File: src/design/btok_pkg.sv
// Package: shared types, constants and byte classes of the byte stream tokenizer
`timescale 1ns / 1ps
package btok_pkg;

  localparam int unsigned ByteW   = 8;
  localparam int unsigned KindW   = 2;
  localparam int unsigned CfgIdxW = 8;

  typedef enum logic [KindW-1:0] {
    KindByte      = 2'd0,
    KindTokenEnd  = 2'd1,
    KindStreamEnd = 2'd2
  } kind_e;

  typedef enum logic [1:0] {
    QuoteNone   = 2'd0,
    QuoteDouble = 2'd1,
    QuoteSingle = 2'd2
  } quote_e;

  localparam logic [CfgIdxW-1:0] CfgDoubleQuote = 8'd0;
  localparam logic [CfgIdxW-1:0] CfgSingleQuote = 8'd1;
  localparam logic [CfgIdxW-1:0] CfgEscape      = 8'd2;
  localparam logic [CfgIdxW-1:0] CfgMaxLength   = 8'd3;

  localparam logic [ByteW-1:0] ChNul    = 8'h00;
  localparam logic [ByteW-1:0] ChTab    = 8'h09;
  localparam logic [ByteW-1:0] ChLf     = 8'h0A;
  localparam logic [ByteW-1:0] ChCr     = 8'h0D;
  localparam logic [ByteW-1:0] ChSpace  = 8'h20;
  localparam logic [ByteW-1:0] ChDquote = 8'h22;
  localparam logic [ByteW-1:0] ChSquote = 8'h27;
  localparam logic [ByteW-1:0] ChBslash = 8'h5C;

  // Results caused by one item, emitted in field order
  typedef struct packed {
    logic             pre_end;
    logic [ByteW-1:0] pre_len;
    logic             byte_vld;
    logic [ByteW-1:0] byte_val;
    logic             post_end;
    logic [ByteW-1:0] post_len;
    logic             stream_end;
  } pkt_t;

  function automatic logic is_space(input logic [ByteW-1:0] b);
    return (b == ChNul) || (b == ChSpace) || (b == ChTab) || (b == ChLf) || (b == ChCr);
  endfunction

  function automatic logic is_punct(input logic [ByteW-1:0] b);
    logic r;
    unique case (b)
      8'h00, 8'h7B, 8'h7D, 8'h3B, 8'h2E, 8'h5B, 8'h5D, 8'h3C,
      8'h3E, 8'h2A, 8'h2C, 8'h28, 8'h29, 8'h23, 8'h2B, 8'h3D: r = 1'b1;
      default: r = 1'b0;
    endcase
    return r;
  endfunction

endpackage

File: src/design/btok_intf.sv
// Interfaces: input, configuration and result channels
`timescale 1ns / 1ps
interface btok_in_if;
  logic                        valid;
  logic                        ready;
  logic [btok_pkg::ByteW-1:0]  input_byte;
  logic                        end_of_input;
  modport source (output valid, output input_byte, output end_of_input, input ready);
  modport sink (input valid, input input_byte, input end_of_input, output ready);
endinterface

interface btok_cfg_if;
  logic                         valid;
  logic                         ready;
  logic [btok_pkg::CfgIdxW-1:0] index;
  logic [btok_pkg::ByteW-1:0]   data;
  modport source (output valid, output index, output data, input ready);
  modport sink (input valid, input index, input data, output ready);
endinterface

interface btok_out_if;
  logic                        valid;
  logic                        ready;
  logic [btok_pkg::KindW-1:0]  result_kind;
  logic [btok_pkg::ByteW-1:0]  token_byte;
  logic [btok_pkg::ByteW-1:0]  token_length;
  logic                        last;
  modport source (output valid, output result_kind, output token_byte,
                  output token_length, output last, input ready);
  modport sink (input valid, input result_kind, input token_byte,
                input token_length, input last, output ready);
endinterface

File: src/design/btok_front.sv
// Front end: configuration registers, byte classification and token state
`timescale 1ns / 1ps
module btok_front (
  input  logic           clk_i,
  input  logic           rst_ni,
  btok_in_if.sink        in_i,
  btok_cfg_if.sink       cfg_i,
  input  logic           full_i,
  output logic           push_o,
  output btok_pkg::pkt_t pkt_o
);

  logic                       dq_en_q;
  logic                       sq_en_q;
  logic                       esc_en_q;
  logic [btok_pkg::ByteW-1:0] max_len_q;

  btok_pkg::quote_e           quote_q, quote_d;
  logic                       esc_q, esc_d;
  logic [btok_pkg::ByteW-1:0] cnt_q, cnt_d;

  logic accept;

  assign cfg_i.ready = 1'b1;
  assign in_i.ready  = !full_i;
  assign accept      = in_i.valid && in_i.ready;

  always_ff @(posedge clk_i or negedge rst_ni) begin
    if (!rst_ni) begin
      dq_en_q   <= 1'b1;
      sq_en_q   <= 1'b1;
      esc_en_q  <= 1'b1;
      max_len_q <= 8'd255;
    end else if (cfg_i.valid) begin
      if (cfg_i.index == btok_pkg::CfgDoubleQuote) dq_en_q <= cfg_i.data[0];
      if (cfg_i.index == btok_pkg::CfgSingleQuote) sq_en_q <= cfg_i.data[0];
      if (cfg_i.index == btok_pkg::CfgEscape)      esc_en_q <= cfg_i.data[0];
      if (cfg_i.index == btok_pkg::CfgMaxLength)   max_len_q <= cfg_i.data;
    end
  end

  always_comb begin
    logic                       b_space;
    logic                       b_special;
    logic                       skip;
    logic [btok_pkg::ByteW-1:0] limit;
    logic [btok_pkg::ByteW-1:0] b;
    b         = in_i.input_byte;
    b_space   = btok_pkg::is_space(b);
    b_special = btok_pkg::is_punct(b);
    limit     = (max_len_q == '0) ? 8'd1 : max_len_q;
    skip      = 1'b0;
    pkt_o     = '0;
    quote_d   = quote_q;
    esc_d     = esc_q;
    cnt_d     = cnt_q;
    if (in_i.end_of_input) begin
      pkt_o.pre_end    = (cnt_q != '0);
      pkt_o.pre_len    = cnt_q;
      pkt_o.stream_end = 1'b1;
      quote_d          = btok_pkg::QuoteNone;
      esc_d            = 1'b0;
      cnt_d            = '0;
    end else begin
      if (!esc_q) begin
        if (b_space && cnt_q != '0 && quote_q == btok_pkg::QuoteNone) begin
          pkt_o.pre_end = 1'b1;
          pkt_o.pre_len = cnt_q;
          cnt_d         = '0;
          esc_d         = 1'b0;
          skip          = 1'b1;
        end else if (b_space && cnt_q == '0) begin
          skip = 1'b1;
        end else begin
          if (cnt_q != '0 && b_special && quote_q == btok_pkg::QuoteNone) begin
            pkt_o.pre_end = 1'b1;
            pkt_o.pre_len = cnt_q;
            cnt_d         = '0;
          end
          if (dq_en_q && b == btok_pkg::ChDquote && quote_q == btok_pkg::QuoteNone) begin
            quote_d = btok_pkg::QuoteDouble;
          end else if (sq_en_q && b == btok_pkg::ChSquote &&
                       quote_q == btok_pkg::QuoteNone) begin
            quote_d = btok_pkg::QuoteSingle;
          end else if ((quote_q == btok_pkg::QuoteDouble && b == btok_pkg::ChDquote) ||
                       (quote_q == btok_pkg::QuoteSingle && b == btok_pkg::ChSquote)) begin
            quote_d = btok_pkg::QuoteNone;
          end
        end
      end
      if (!skip) begin
        if (cnt_d < limit) begin
          pkt_o.byte_vld = 1'b1;
          pkt_o.byte_val = b;
          cnt_d          = 8'(cnt_d + 8'd1);
        end
        if (b_special && quote_d == btok_pkg::QuoteNone) begin
          pkt_o.post_end = 1'b1;
          pkt_o.post_len = cnt_d;
          cnt_d          = '0;
          quote_d        = btok_pkg::QuoteNone;
          esc_d          = 1'b0;
        end else if (!esc_q) begin
          esc_d = esc_en_q && (b == btok_pkg::ChBslash);
        end else begin
          esc_d = 1'b0;
        end
      end
    end
  end

  assign push_o = accept && (pkt_o.pre_end || pkt_o.byte_vld || pkt_o.post_end ||
                             pkt_o.stream_end);

  always_ff @(posedge clk_i or negedge rst_ni) begin
    if (!rst_ni) begin
      quote_q <= btok_pkg::QuoteNone;
      esc_q   <= 1'b0;
      cnt_q   <= '0;
    end else if (accept) begin
      quote_q <= quote_d;
      esc_q   <= esc_d;
      cnt_q   <= cnt_d;
    end
  end

endmodule

File: src/design/btok_fifo.sv
// Queue of result groups between front end and back end
`timescale 1ns / 1ps
module btok_fifo #(
  parameter int unsigned Depth = 4
) (
  input  logic           clk_i,
  input  logic           rst_ni,
  input  logic           push_i,
  input  btok_pkg::pkt_t data_i,
  output logic           full_o,
  input  logic           pop_i,
  output btok_pkg::pkt_t data_o,
  output logic           empty_o
);

  localparam int unsigned PtrW = $clog2(Depth);
  localparam int unsigned CntW = $clog2(Depth + 1);

  btok_pkg::pkt_t mem_q [Depth];
  logic [PtrW-1:0] wptr_q, rptr_q;
  logic [CntW-1:0] cnt_q;

  assign full_o  = (cnt_q == CntW'(Depth));
  assign empty_o = (cnt_q == '0);
  assign data_o  = mem_q[rptr_q];

  always_ff @(posedge clk_i) begin
    if (push_i) begin
      mem_q[wptr_q] <= data_i;
    end
  end

  always_ff @(posedge clk_i or negedge rst_ni) begin
    if (!rst_ni) begin
      wptr_q <= '0;
      rptr_q <= '0;
      cnt_q  <= '0;
    end else begin
      if (push_i) begin
        wptr_q <= (wptr_q == PtrW'(Depth - 1)) ? '0 : PtrW'(wptr_q + 1'b1);
      end
      if (pop_i) begin
        rptr_q <= (rptr_q == PtrW'(Depth - 1)) ? '0 : PtrW'(rptr_q + 1'b1);
      end
      if (push_i && !pop_i) begin
        cnt_q <= CntW'(cnt_q + 1'b1);
      end else if (pop_i && !push_i) begin
        cnt_q <= CntW'(cnt_q - 1'b1);
      end
    end
  end

`ifndef ASSERT_OFF
  a_no_overflow: assert property (@(posedge clk_i) disable iff (!rst_ni) push_i |-> !full_o)
    else $error("push into full queue");
  a_no_underflow: assert property (@(posedge clk_i) disable iff (!rst_ni) pop_i |-> !empty_o)
    else $error("pop from empty queue");
  a_count_bound: assert property (@(posedge clk_i) disable iff (!rst_ni)
    cnt_q <= CntW'(Depth))
    else $error("queue count out of range");
  a_count_step: assert property (@(posedge clk_i) disable iff (!rst_ni)
    (push_i && !pop_i) |=> !empty_o)
    else $error("queue lost an item");
`endif

endmodule

File: src/design/btok_back.sv
// Back end: emit the results of each queued group through an output register
`timescale 1ns / 1ps
module btok_back (
  input  logic           clk_i,
  input  logic           rst_ni,
  input  logic           empty_i,
  input  btok_pkg::pkt_t pkt_i,
  output logic           pop_o,
  btok_out_if.source     out_o
);

  logic [3:0] done_q, done_d;
  logic [3:0] pend;
  logic [3:0] sel;
  logic [3:0] rest;
  logic       load;
  logic       emit;
  logic       is_last;

  logic                        vld_q;
  btok_pkg::kind_e             kind_q, kind_d;
  logic [btok_pkg::ByteW-1:0]  byte_q, byte_d;
  logic [btok_pkg::ByteW-1:0]  len_q, len_d;
  logic                        last_q;

  assign pend    = {pkt_i.stream_end, pkt_i.post_end, pkt_i.byte_vld, pkt_i.pre_end} & ~done_q;
  assign sel     = pend & (~pend + 4'd1);
  assign rest    = pend & ~sel;
  assign is_last = (rest == '0);
  assign load    = !vld_q || out_o.ready;
  assign emit    = load && !empty_i;
  assign pop_o   = emit && is_last;

  always_comb begin
    kind_d = btok_pkg::KindStreamEnd;
    byte_d = '0;
    len_d  = '0;
    priority if (sel[0]) begin
      kind_d = btok_pkg::KindTokenEnd;
      len_d  = pkt_i.pre_len;
    end else if (sel[1]) begin
      kind_d = btok_pkg::KindByte;
      byte_d = pkt_i.byte_val;
    end else if (sel[2]) begin
      kind_d = btok_pkg::KindTokenEnd;
      len_d  = pkt_i.post_len;
    end else begin
      kind_d = btok_pkg::KindStreamEnd;
    end
    done_d = done_q;
    if (emit) begin
      done_d = is_last ? 4'b0000 : (done_q | sel);
    end
  end

  always_ff @(posedge clk_i or negedge rst_ni) begin
    if (!rst_ni) begin
      vld_q  <= 1'b0;
      done_q <= '0;
    end else begin
      done_q <= done_d;
      if (load) begin
        vld_q <= !empty_i;
      end
    end
  end

  always_ff @(posedge clk_i) begin
    if (emit) begin
      kind_q <= kind_d;
      byte_q <= byte_d;
      len_q  <= len_d;
      last_q <= is_last;
    end
  end

  assign out_o.valid        = vld_q;
  assign out_o.result_kind  = kind_q;
  assign out_o.token_byte   = byte_q;
  assign out_o.token_length = len_q;
  assign out_o.last         = last_q;

endmodule

File: src/design/byte_stream_tokenizer.sv
// Top level: byte stream tokenizer
//
//   channel  dir  handshake        payload
//   in_i     in   valid / ready    input_byte, end_of_input
//   cfg_i    in   valid / ready    index, data
//   out_o    out  valid / ready    result_kind, token_byte, token_length, last
//
// One input item is classified and the token state updated in the cycle it is
// accepted; an item can be taken every cycle while the result queue has room.
// Results leave through a registered output, one per cycle while out_o is ready, 0 to 3 per item,
// so sustained input rate is bounded by the output port at one result a cycle.
// Reset clears the token state, the queue and the output register, and sets
// the configuration registers to their defaults. cfg_i is always ready.
`timescale 1ns / 1ps
module byte_stream_tokenizer #(
  parameter int unsigned QueueDepth = 4
) (
  input  logic       clk_i,
  input  logic       rst_ni,
  btok_in_if.sink    in_i,
  btok_cfg_if.sink   cfg_i,
  btok_out_if.source out_o
);

  logic           push;
  logic           pop;
  logic           full;
  logic           empty;
  btok_pkg::pkt_t pkt_wr;
  btok_pkg::pkt_t pkt_rd;

  btok_front u_front (
    .clk_i  (clk_i),
    .rst_ni (rst_ni),
    .in_i   (in_i),
    .cfg_i  (cfg_i),
    .full_i (full),
    .push_o (push),
    .pkt_o  (pkt_wr)
  );

  btok_fifo #(
    .Depth (QueueDepth)
  ) u_fifo (
    .clk_i   (clk_i),
    .rst_ni  (rst_ni),
    .push_i  (push),
    .data_i  (pkt_wr),
    .full_o  (full),
    .pop_i   (pop),
    .data_o  (pkt_rd),
    .empty_o (empty)
  );

  btok_back u_back (
    .clk_i   (clk_i),
    .rst_ni  (rst_ni),
    .empty_i (empty),
    .pkt_i   (pkt_rd),
    .pop_o   (pop),
    .out_o   (out_o)
  );

endmodule

File: src/flat_wrapper.sv
// flat-port wrapper written by rule: the top's interface ports become plain ports
module byte_stream_tokenizer_flat 
#(
  parameter int unsigned QueueDepth = 4
)
  (clk_i, rst_ni, in_i_valid, in_i_input_byte, in_i_end_of_input, in_i_ready, cfg_i_valid, cfg_i_index, cfg_i_data, cfg_i_ready, out_o_valid, out_o_result_kind, out_o_token_byte, out_o_token_length, out_o_last, out_o_ready);
  btok_in_if in_i_i ();
  btok_cfg_if cfg_i_i ();
  btok_out_if out_o_i ();
  input  logic clk_i;
  input  logic rst_ni;
  input wire logic [$bits(in_i_i.valid)-1:0] in_i_valid;
  input wire logic [$bits(in_i_i.input_byte)-1:0] in_i_input_byte;
  input wire logic [$bits(in_i_i.end_of_input)-1:0] in_i_end_of_input;
  output wire logic [$bits(in_i_i.ready)-1:0] in_i_ready;
  input wire logic [$bits(cfg_i_i.valid)-1:0] cfg_i_valid;
  input wire logic [$bits(cfg_i_i.index)-1:0] cfg_i_index;
  input wire logic [$bits(cfg_i_i.data)-1:0] cfg_i_data;
  output wire logic [$bits(cfg_i_i.ready)-1:0] cfg_i_ready;
  output wire logic [$bits(out_o_i.valid)-1:0] out_o_valid;
  output wire logic [$bits(out_o_i.result_kind)-1:0] out_o_result_kind;
  output wire logic [$bits(out_o_i.token_byte)-1:0] out_o_token_byte;
  output wire logic [$bits(out_o_i.token_length)-1:0] out_o_token_length;
  output wire logic [$bits(out_o_i.last)-1:0] out_o_last;
  input wire logic [$bits(out_o_i.ready)-1:0] out_o_ready;
  assign in_i_i.valid = in_i_valid;
  assign in_i_i.input_byte = in_i_input_byte;
  assign in_i_i.end_of_input = in_i_end_of_input;
  assign in_i_ready = in_i_i.ready;
  assign cfg_i_i.valid = cfg_i_valid;
  assign cfg_i_i.index = cfg_i_index;
  assign cfg_i_i.data = cfg_i_data;
  assign cfg_i_ready = cfg_i_i.ready;
  assign out_o_valid = out_o_i.valid;
  assign out_o_result_kind = out_o_i.result_kind;
  assign out_o_token_byte = out_o_i.token_byte;
  assign out_o_token_length = out_o_i.token_length;
  assign out_o_last = out_o_i.last;
  assign out_o_i.ready = out_o_ready;
  byte_stream_tokenizer #(.QueueDepth(QueueDepth)) u_core (.clk_i(clk_i), .rst_ni(rst_ni), .in_i(in_i_i), .cfg_i(cfg_i_i), .out_o(out_o_i));
endmodule
File: config.mk
export PLATFORM = sky130hd
export DESIGN_NAME = byte_stream_tokenizer_flat
export DESIGN_NICKNAME = d
export VERILOG_FILES = /design/src/design/btok_pkg.sv /design/src/design/btok_intf.sv /design/src/design/btok_front.sv /design/src/design/btok_fifo.sv /design/src/design/btok_back.sv /design/src/design/byte_stream_tokenizer.sv /design/src/flat_wrapper.sv
export SDC_FILE = /design/constraint.sdc
export NUM_CORES = 1
export LEC_CHECK = 0
export BUFFER_PORTS_ARGS = -buffer_cell sky130_fd_sc_hd__buf_2
export CORE_MARGIN = 2
export CORE_UTILIZATION = 60
export DETAILED_ROUTE_END_ITERATION = 6
export PLACE_DENSITY = 0.79
export SYNTH_ARGS = -nofsm -noshare
export SYNTH_HDL_FRONTEND = slang
export SYNTH_HIERARCHICAL = 1
export SYNTH_SLANG_ARGS = --single-unit
File: constraint.sdc
create_clock -name clk_i -period 10.3 [get_ports clk_i]
set_clock_uncertainty 0.05 [all_clocks]
set_input_delay 0.515 -clock clk_i [delete_from_list [all_inputs] [get_ports clk_i]]
set_output_delay 0.515 -clock clk_i [all_outputs]
set_load 0.005 [all_outputs]
==> results.json <==
{
  "synth-seq-area-share_pct": 63.7,
  "totalNegativeSetupSlack_ps": 0,
  "clock_tree_from_tritoncts": "built",
  "ioPinCount": 52,
  "critPathKind": "reg2reg",
  "slew_headroom_pct": 32.9,
  "worstSetupEndpointType": "register",
  "cts-resized-gates": 0,
  "post_drt_wl_per_cell_microns": 18.8,
  "mean_syn_cell_area_sq_um": 15.3,
  "worstPathRequired_ps": 10580,
  "timing.critical_path.max_delay_family": "compound AO/OA/AOI/OAI gates",
  "cts_max_level": 4,
  "power_density_normalized_to_cell_area_nw_per_um2": 264,
  "drt_pre_antenna_iters": 5,
  "syn2layout_area_growth_pct": 11.9,
  "finalWeightedCongestion": 0.884,
  "cp_max_fo": 16,
  "crit_chain": "nor4_1 -> a2111oi_2 -> o31ai_4 -> and2_1 -> ha_1 -> a21o_1 -> a21o_1 -> a211oi_1 -> o311ai_2 -> nand2_2 -> nand2_1 -> a31oi_1 -> ha_1 -> inv_1 -> fa_1 -> xor2_1 -> nor2_1 -> xor2_1",
  "worst_max_slew_pin_slew_ps": 1010,
  "drt-initial-drc-count": 408,
  "final_cell_count_no_fill": 726,
  "grt_antenna_before_repair": 0,
  "postSynthNetCount": 539,
  "timing.final.hold_violations": 0,
  "post-route-period-util_pct": 50.7,
  "clk_pin_slew_ps": 60,
  "synth.cell_area_sq_um": 7540,
  "synth_edf_count": 131,
  "grt_setup_unrepaired": "no",
  "ys_dominant_reg_cell": "edfxtp_1",
  "clock_root_buffer": "clkbuf_16",
  "grt_pass1_wl_mm": 22.3,
  "drc": 0,
  "ctsLongestPathBuffers": 2,
  "peakVddDrop_mv": 0.118,
  "share_of_flip_flops_with_an_asynchronous_set_or_reset_pct": 20.6,
  "grt_pass1_vias": 4482,
  "clock-sinks": 165,
  "drive_above_1_share_pct": 28.5,
  "drt_wl_total_mm": 13.6,
  "synthesis.instances": 494,
  "drt-vias-per-instance": 6.04,
  "layout.nets": 592,
  "min_period_ps": 5220,
  "floorplan.die_area_sq_um": 13500,
  "crit_path_max_incr_delay_ps": 590,
  "grt_start_max_net_pins": 35,
  "antenna_viol_nets_final": 0,
  "yosys.cell_types.count": 74,
  "antennaDiodeCount": 0,
  "die_width_microns": 116,
  "place_inst": 696,
  "cts.hold.buffers_added": 0,
  "critical-path-slowest-cell": "nor4_1",
  "synthesis.yosys.warnings": 6,
  "core_region_area_sq_um": 12200,
  "grt.total_usage_pct": 22.3,
  "hp-class": "in2async",
  "cts.repair_timing.setup_buffer_count": 0,
  "finalMaxSlewViolations": 0,
  "start_kind": "register",
  "vias": 4387,
  "start_util_pct": 62.0,
  "worstSkewPairLatency_ps": 420,
  "die_height_microns": 116,
  "globalRouteOverflowTotal": 0,
  "wp_data_arrival_ps": 5500,
  "run_status": "complete, no violations",
  "max_freq_ghz": 0.192,
  "finalSetupViolCount": 0,
  "timing.critical_path.buf_inv": 1,
  "placementRows": 40,
  "hpwlAfterDp_mm": 9.00,
  "cap_violations": 0,
  "power.static_leakage_nw": 3.18,
  "cts_buffers": 17,
  "postSynthRegisterBits": 165,
  "place.port_buffers": 50
}
worst reg2reg max path, delay by kind of cell, from the launching register on:
kind                       cells  cell delay (ps)
buffers and inverters          1               60
xor gates and xnor gates       2              360
and+or+nand+nor                5             1410
AOI/OAI and AO/OA              7             1850
DFF                            1              480
adders and majority gates      3              930
kinds of logic after synthesis:
group	Yosys count	synth area share [%]
AO/OA/AOI/OAI	71	7.34
XOR/XNOR	8	0.929
adder cells (fa/ha/maj)	16	2.74
buffers and inverters	45	3.10
flip-flops	165	63.7
multiplexers	46	11.0
other	1	0.0497
AND/OR/NAND/NOR	142	11.2
flip-flops by register name (all words and copies together) (netlist names), 2 cells and up:
signal and count:
u_core/u_back/out_o.result_kind 2, u_core/u_front/max_len_q 8, u_core/u_fifo/cnt_q 3, u_core/u_front/cnt_q 8, u_core/u_fifo/wptr_q 2, u_core/u_back/out_o.token_length 8
u_core/u_fifo/mem_q 112, u_core/u_fifo/rptr_q 2, u_core/u_back/done_q 4, u_core/u_back/out_o.token_byte 8, u_core/u_front/quote_q 2
synth_stat cells, types with 3 or more instances:
| cell type | count | share of area [%] |
|---|---|---|
| and3_1 | 20 | 1.7 |
| buf_2 | 5 | 0.33 |
| edfxtp_1 | 131 | 52 |
| mux4_2 | 28 | 8.4 |
| mux2i_1 | 4 | 0.53 |
| a21o_1 | 4 | 0.40 |
| dfrtp_1 | 23 | 7.6 |
| nor4_1 | 6 | 0.50 |
| inv_1 | 22 | 1.1 |
| nor2b_1 | 9 | 0.75 |
| a31oi_1 | 7 | 0.58 |
| o21ai_0 | 14 | 0.93 |
| dfstp_2 | 11 | 3.8 |
| nand3_1 | 8 | 0.53 |
| xnor2_1 | 5 | 0.58 |
| ha_1 | 14 | 2.3 |
| buf_6 | 5 | 0.75 |
| or4_1 | 4 | 0.40 |
| and2_1 | 15 | 1.2 |
| nand2b_1 | 4 | 0.33 |
| mux2_2 | 14 | 2.1 |
| a21oi_1 | 11 | 0.73 |
| xor2_1 | 3 | 0.35 |
| nor2_1 | 22 | 1.1 |
| nand3b_1 | 3 | 0.30 |
| nand2_1 | 18 | 0.90 |
| nor3_1 | 6 | 0.40 |
| nor3b_1 | 3 | 0.30 |
| nand4_1 | 6 | 0.50 |
| clkbuf_1 | 4 | 0.20 |
| a22o_1 | 10 | 1.2 |
| buf_4 | 5 | 0.50 |
area by class of cell:
class | count | area, sq um
clock buffer | 18 | 429
clock inverter | 12 | 105
fill | 824 | 3730
inverter | 23 | 86.3
multi-input combinational | 284 | 2510
sequential | 165 | 4800
tap | 168 | 210
timing repair buffer | 56 | 295
worst paths after layout:
path	start	end	slack, ps	cells past startpoint
max	u_core/u_front/cnt_q[0]	u_core/u_fifo/cnt_q[2]	5080	18
min	rst_ni	u_core/u_front/cnt_q[6]	150	1
max reg2reg	u_core/u_front/cnt_q[0]	u_core/u_fifo/cnt_q[2]	5080	18
min reg2reg	u_core/u_back/done_q[2]	u_core/u_back/done_q[2]	450	1
max in group asynchronous	rst_ni	u_core/u_fifo/rptr_q[0]	9470	1
min in group clk_i	out_o_ready	u_core/u_back/out_o.valid	240	2
per-layer routing:
metal / vias to the layer above / track usage [%] / part of all wire (%)
met5: - / 0 / 0
met4: 0 / 9.68 / 2.1
met3: 25 / 4.83 / 5.6
met2: 158 / 36.5 / 50
met1: 2184 / 29.5 / 42
li1: 2020 / - / -
layout by cell type (no fill, tap or decap), types with 2 or more instances in the layout:
cell type / netlist / routed
nor4bb_1: 2 / 2
nand2b_4: 2 / 2
a21o_1: 4 / 4
o31ai_1: 2 / 2
dfstp_2: 11 / 11
o22ai_1: 2 / 2
mux2i_1: 4 / 4
a21oi_1: 11 / 11
buf_2: 5 / 50
edfxtp_1: 131 / 131
inv_6: 0 / 4
a41oi_1: 2 / 2
xnor2_1: 5 / 5
and4b_1: 2 / 2
clkbuf_16: 0 / 17
ha_1: 14 / 14
a22o_1: 10 / 10
nand2b_1: 4 / 4
dfrtp_1: 23 / 22
buf_4: 5 / 6
mux2_2: 14 / 14
mux4_2: 28 / 28
and3_1: 20 / 20
xor2_1: 3 / 3
nand3b_1: 3 / 3
o21ai_0: 14 / 14
or4_1: 4 / 4
nor2b_1: 9 / 9
inv_1: 22 / 22
a21oi_2: 2 / 2
nand2_1: 18 / 18
nor2_1: 22 / 22
nor3_1: 6 / 6
clkinv_2: 0 / 4
nor3b_1: 3 / 3
nand3_1: 8 / 8
a31oi_1: 7 / 7
and2_1: 15 / 15
nand4_1: 6 / 6
nor4_1: 6 / 6
where the power goes:
part | switching (mW) | internal [mW] | total, mW
clock network | 0.247 | 0.330 | 0.577
logic | 0.357 | 0.307 | 0.664
registers | 0.0824 | 0.902 | 0.984
total | 0.687 | 1.54 | 2.23
per-stage QoR:
| stage | area, sq um | setup slack (ps) | hold slack [ps] | total power [mW] | util [%] |
|---|---|---|---|---|---|
| after floorplan | 7540 | 5400 | 169 | 1.49 | - |
| after global placement | 7900 | 4970 | 428 | 1.64 | 64.9 |
| after detailed placement | 7900 | 4730 | 435 | 1.67 | 64.9 |
| after CTS | 8430 | 5070 | 167 | 2.24 | 69.3 |
| after global routing | 8430 | 4720 | 198 | 2.35 | 69.3 |
| final | 8430 | 5080 | 150 | 2.23 | 69.3 |
No activity file was read; power rests on OpenSTA's default activity.
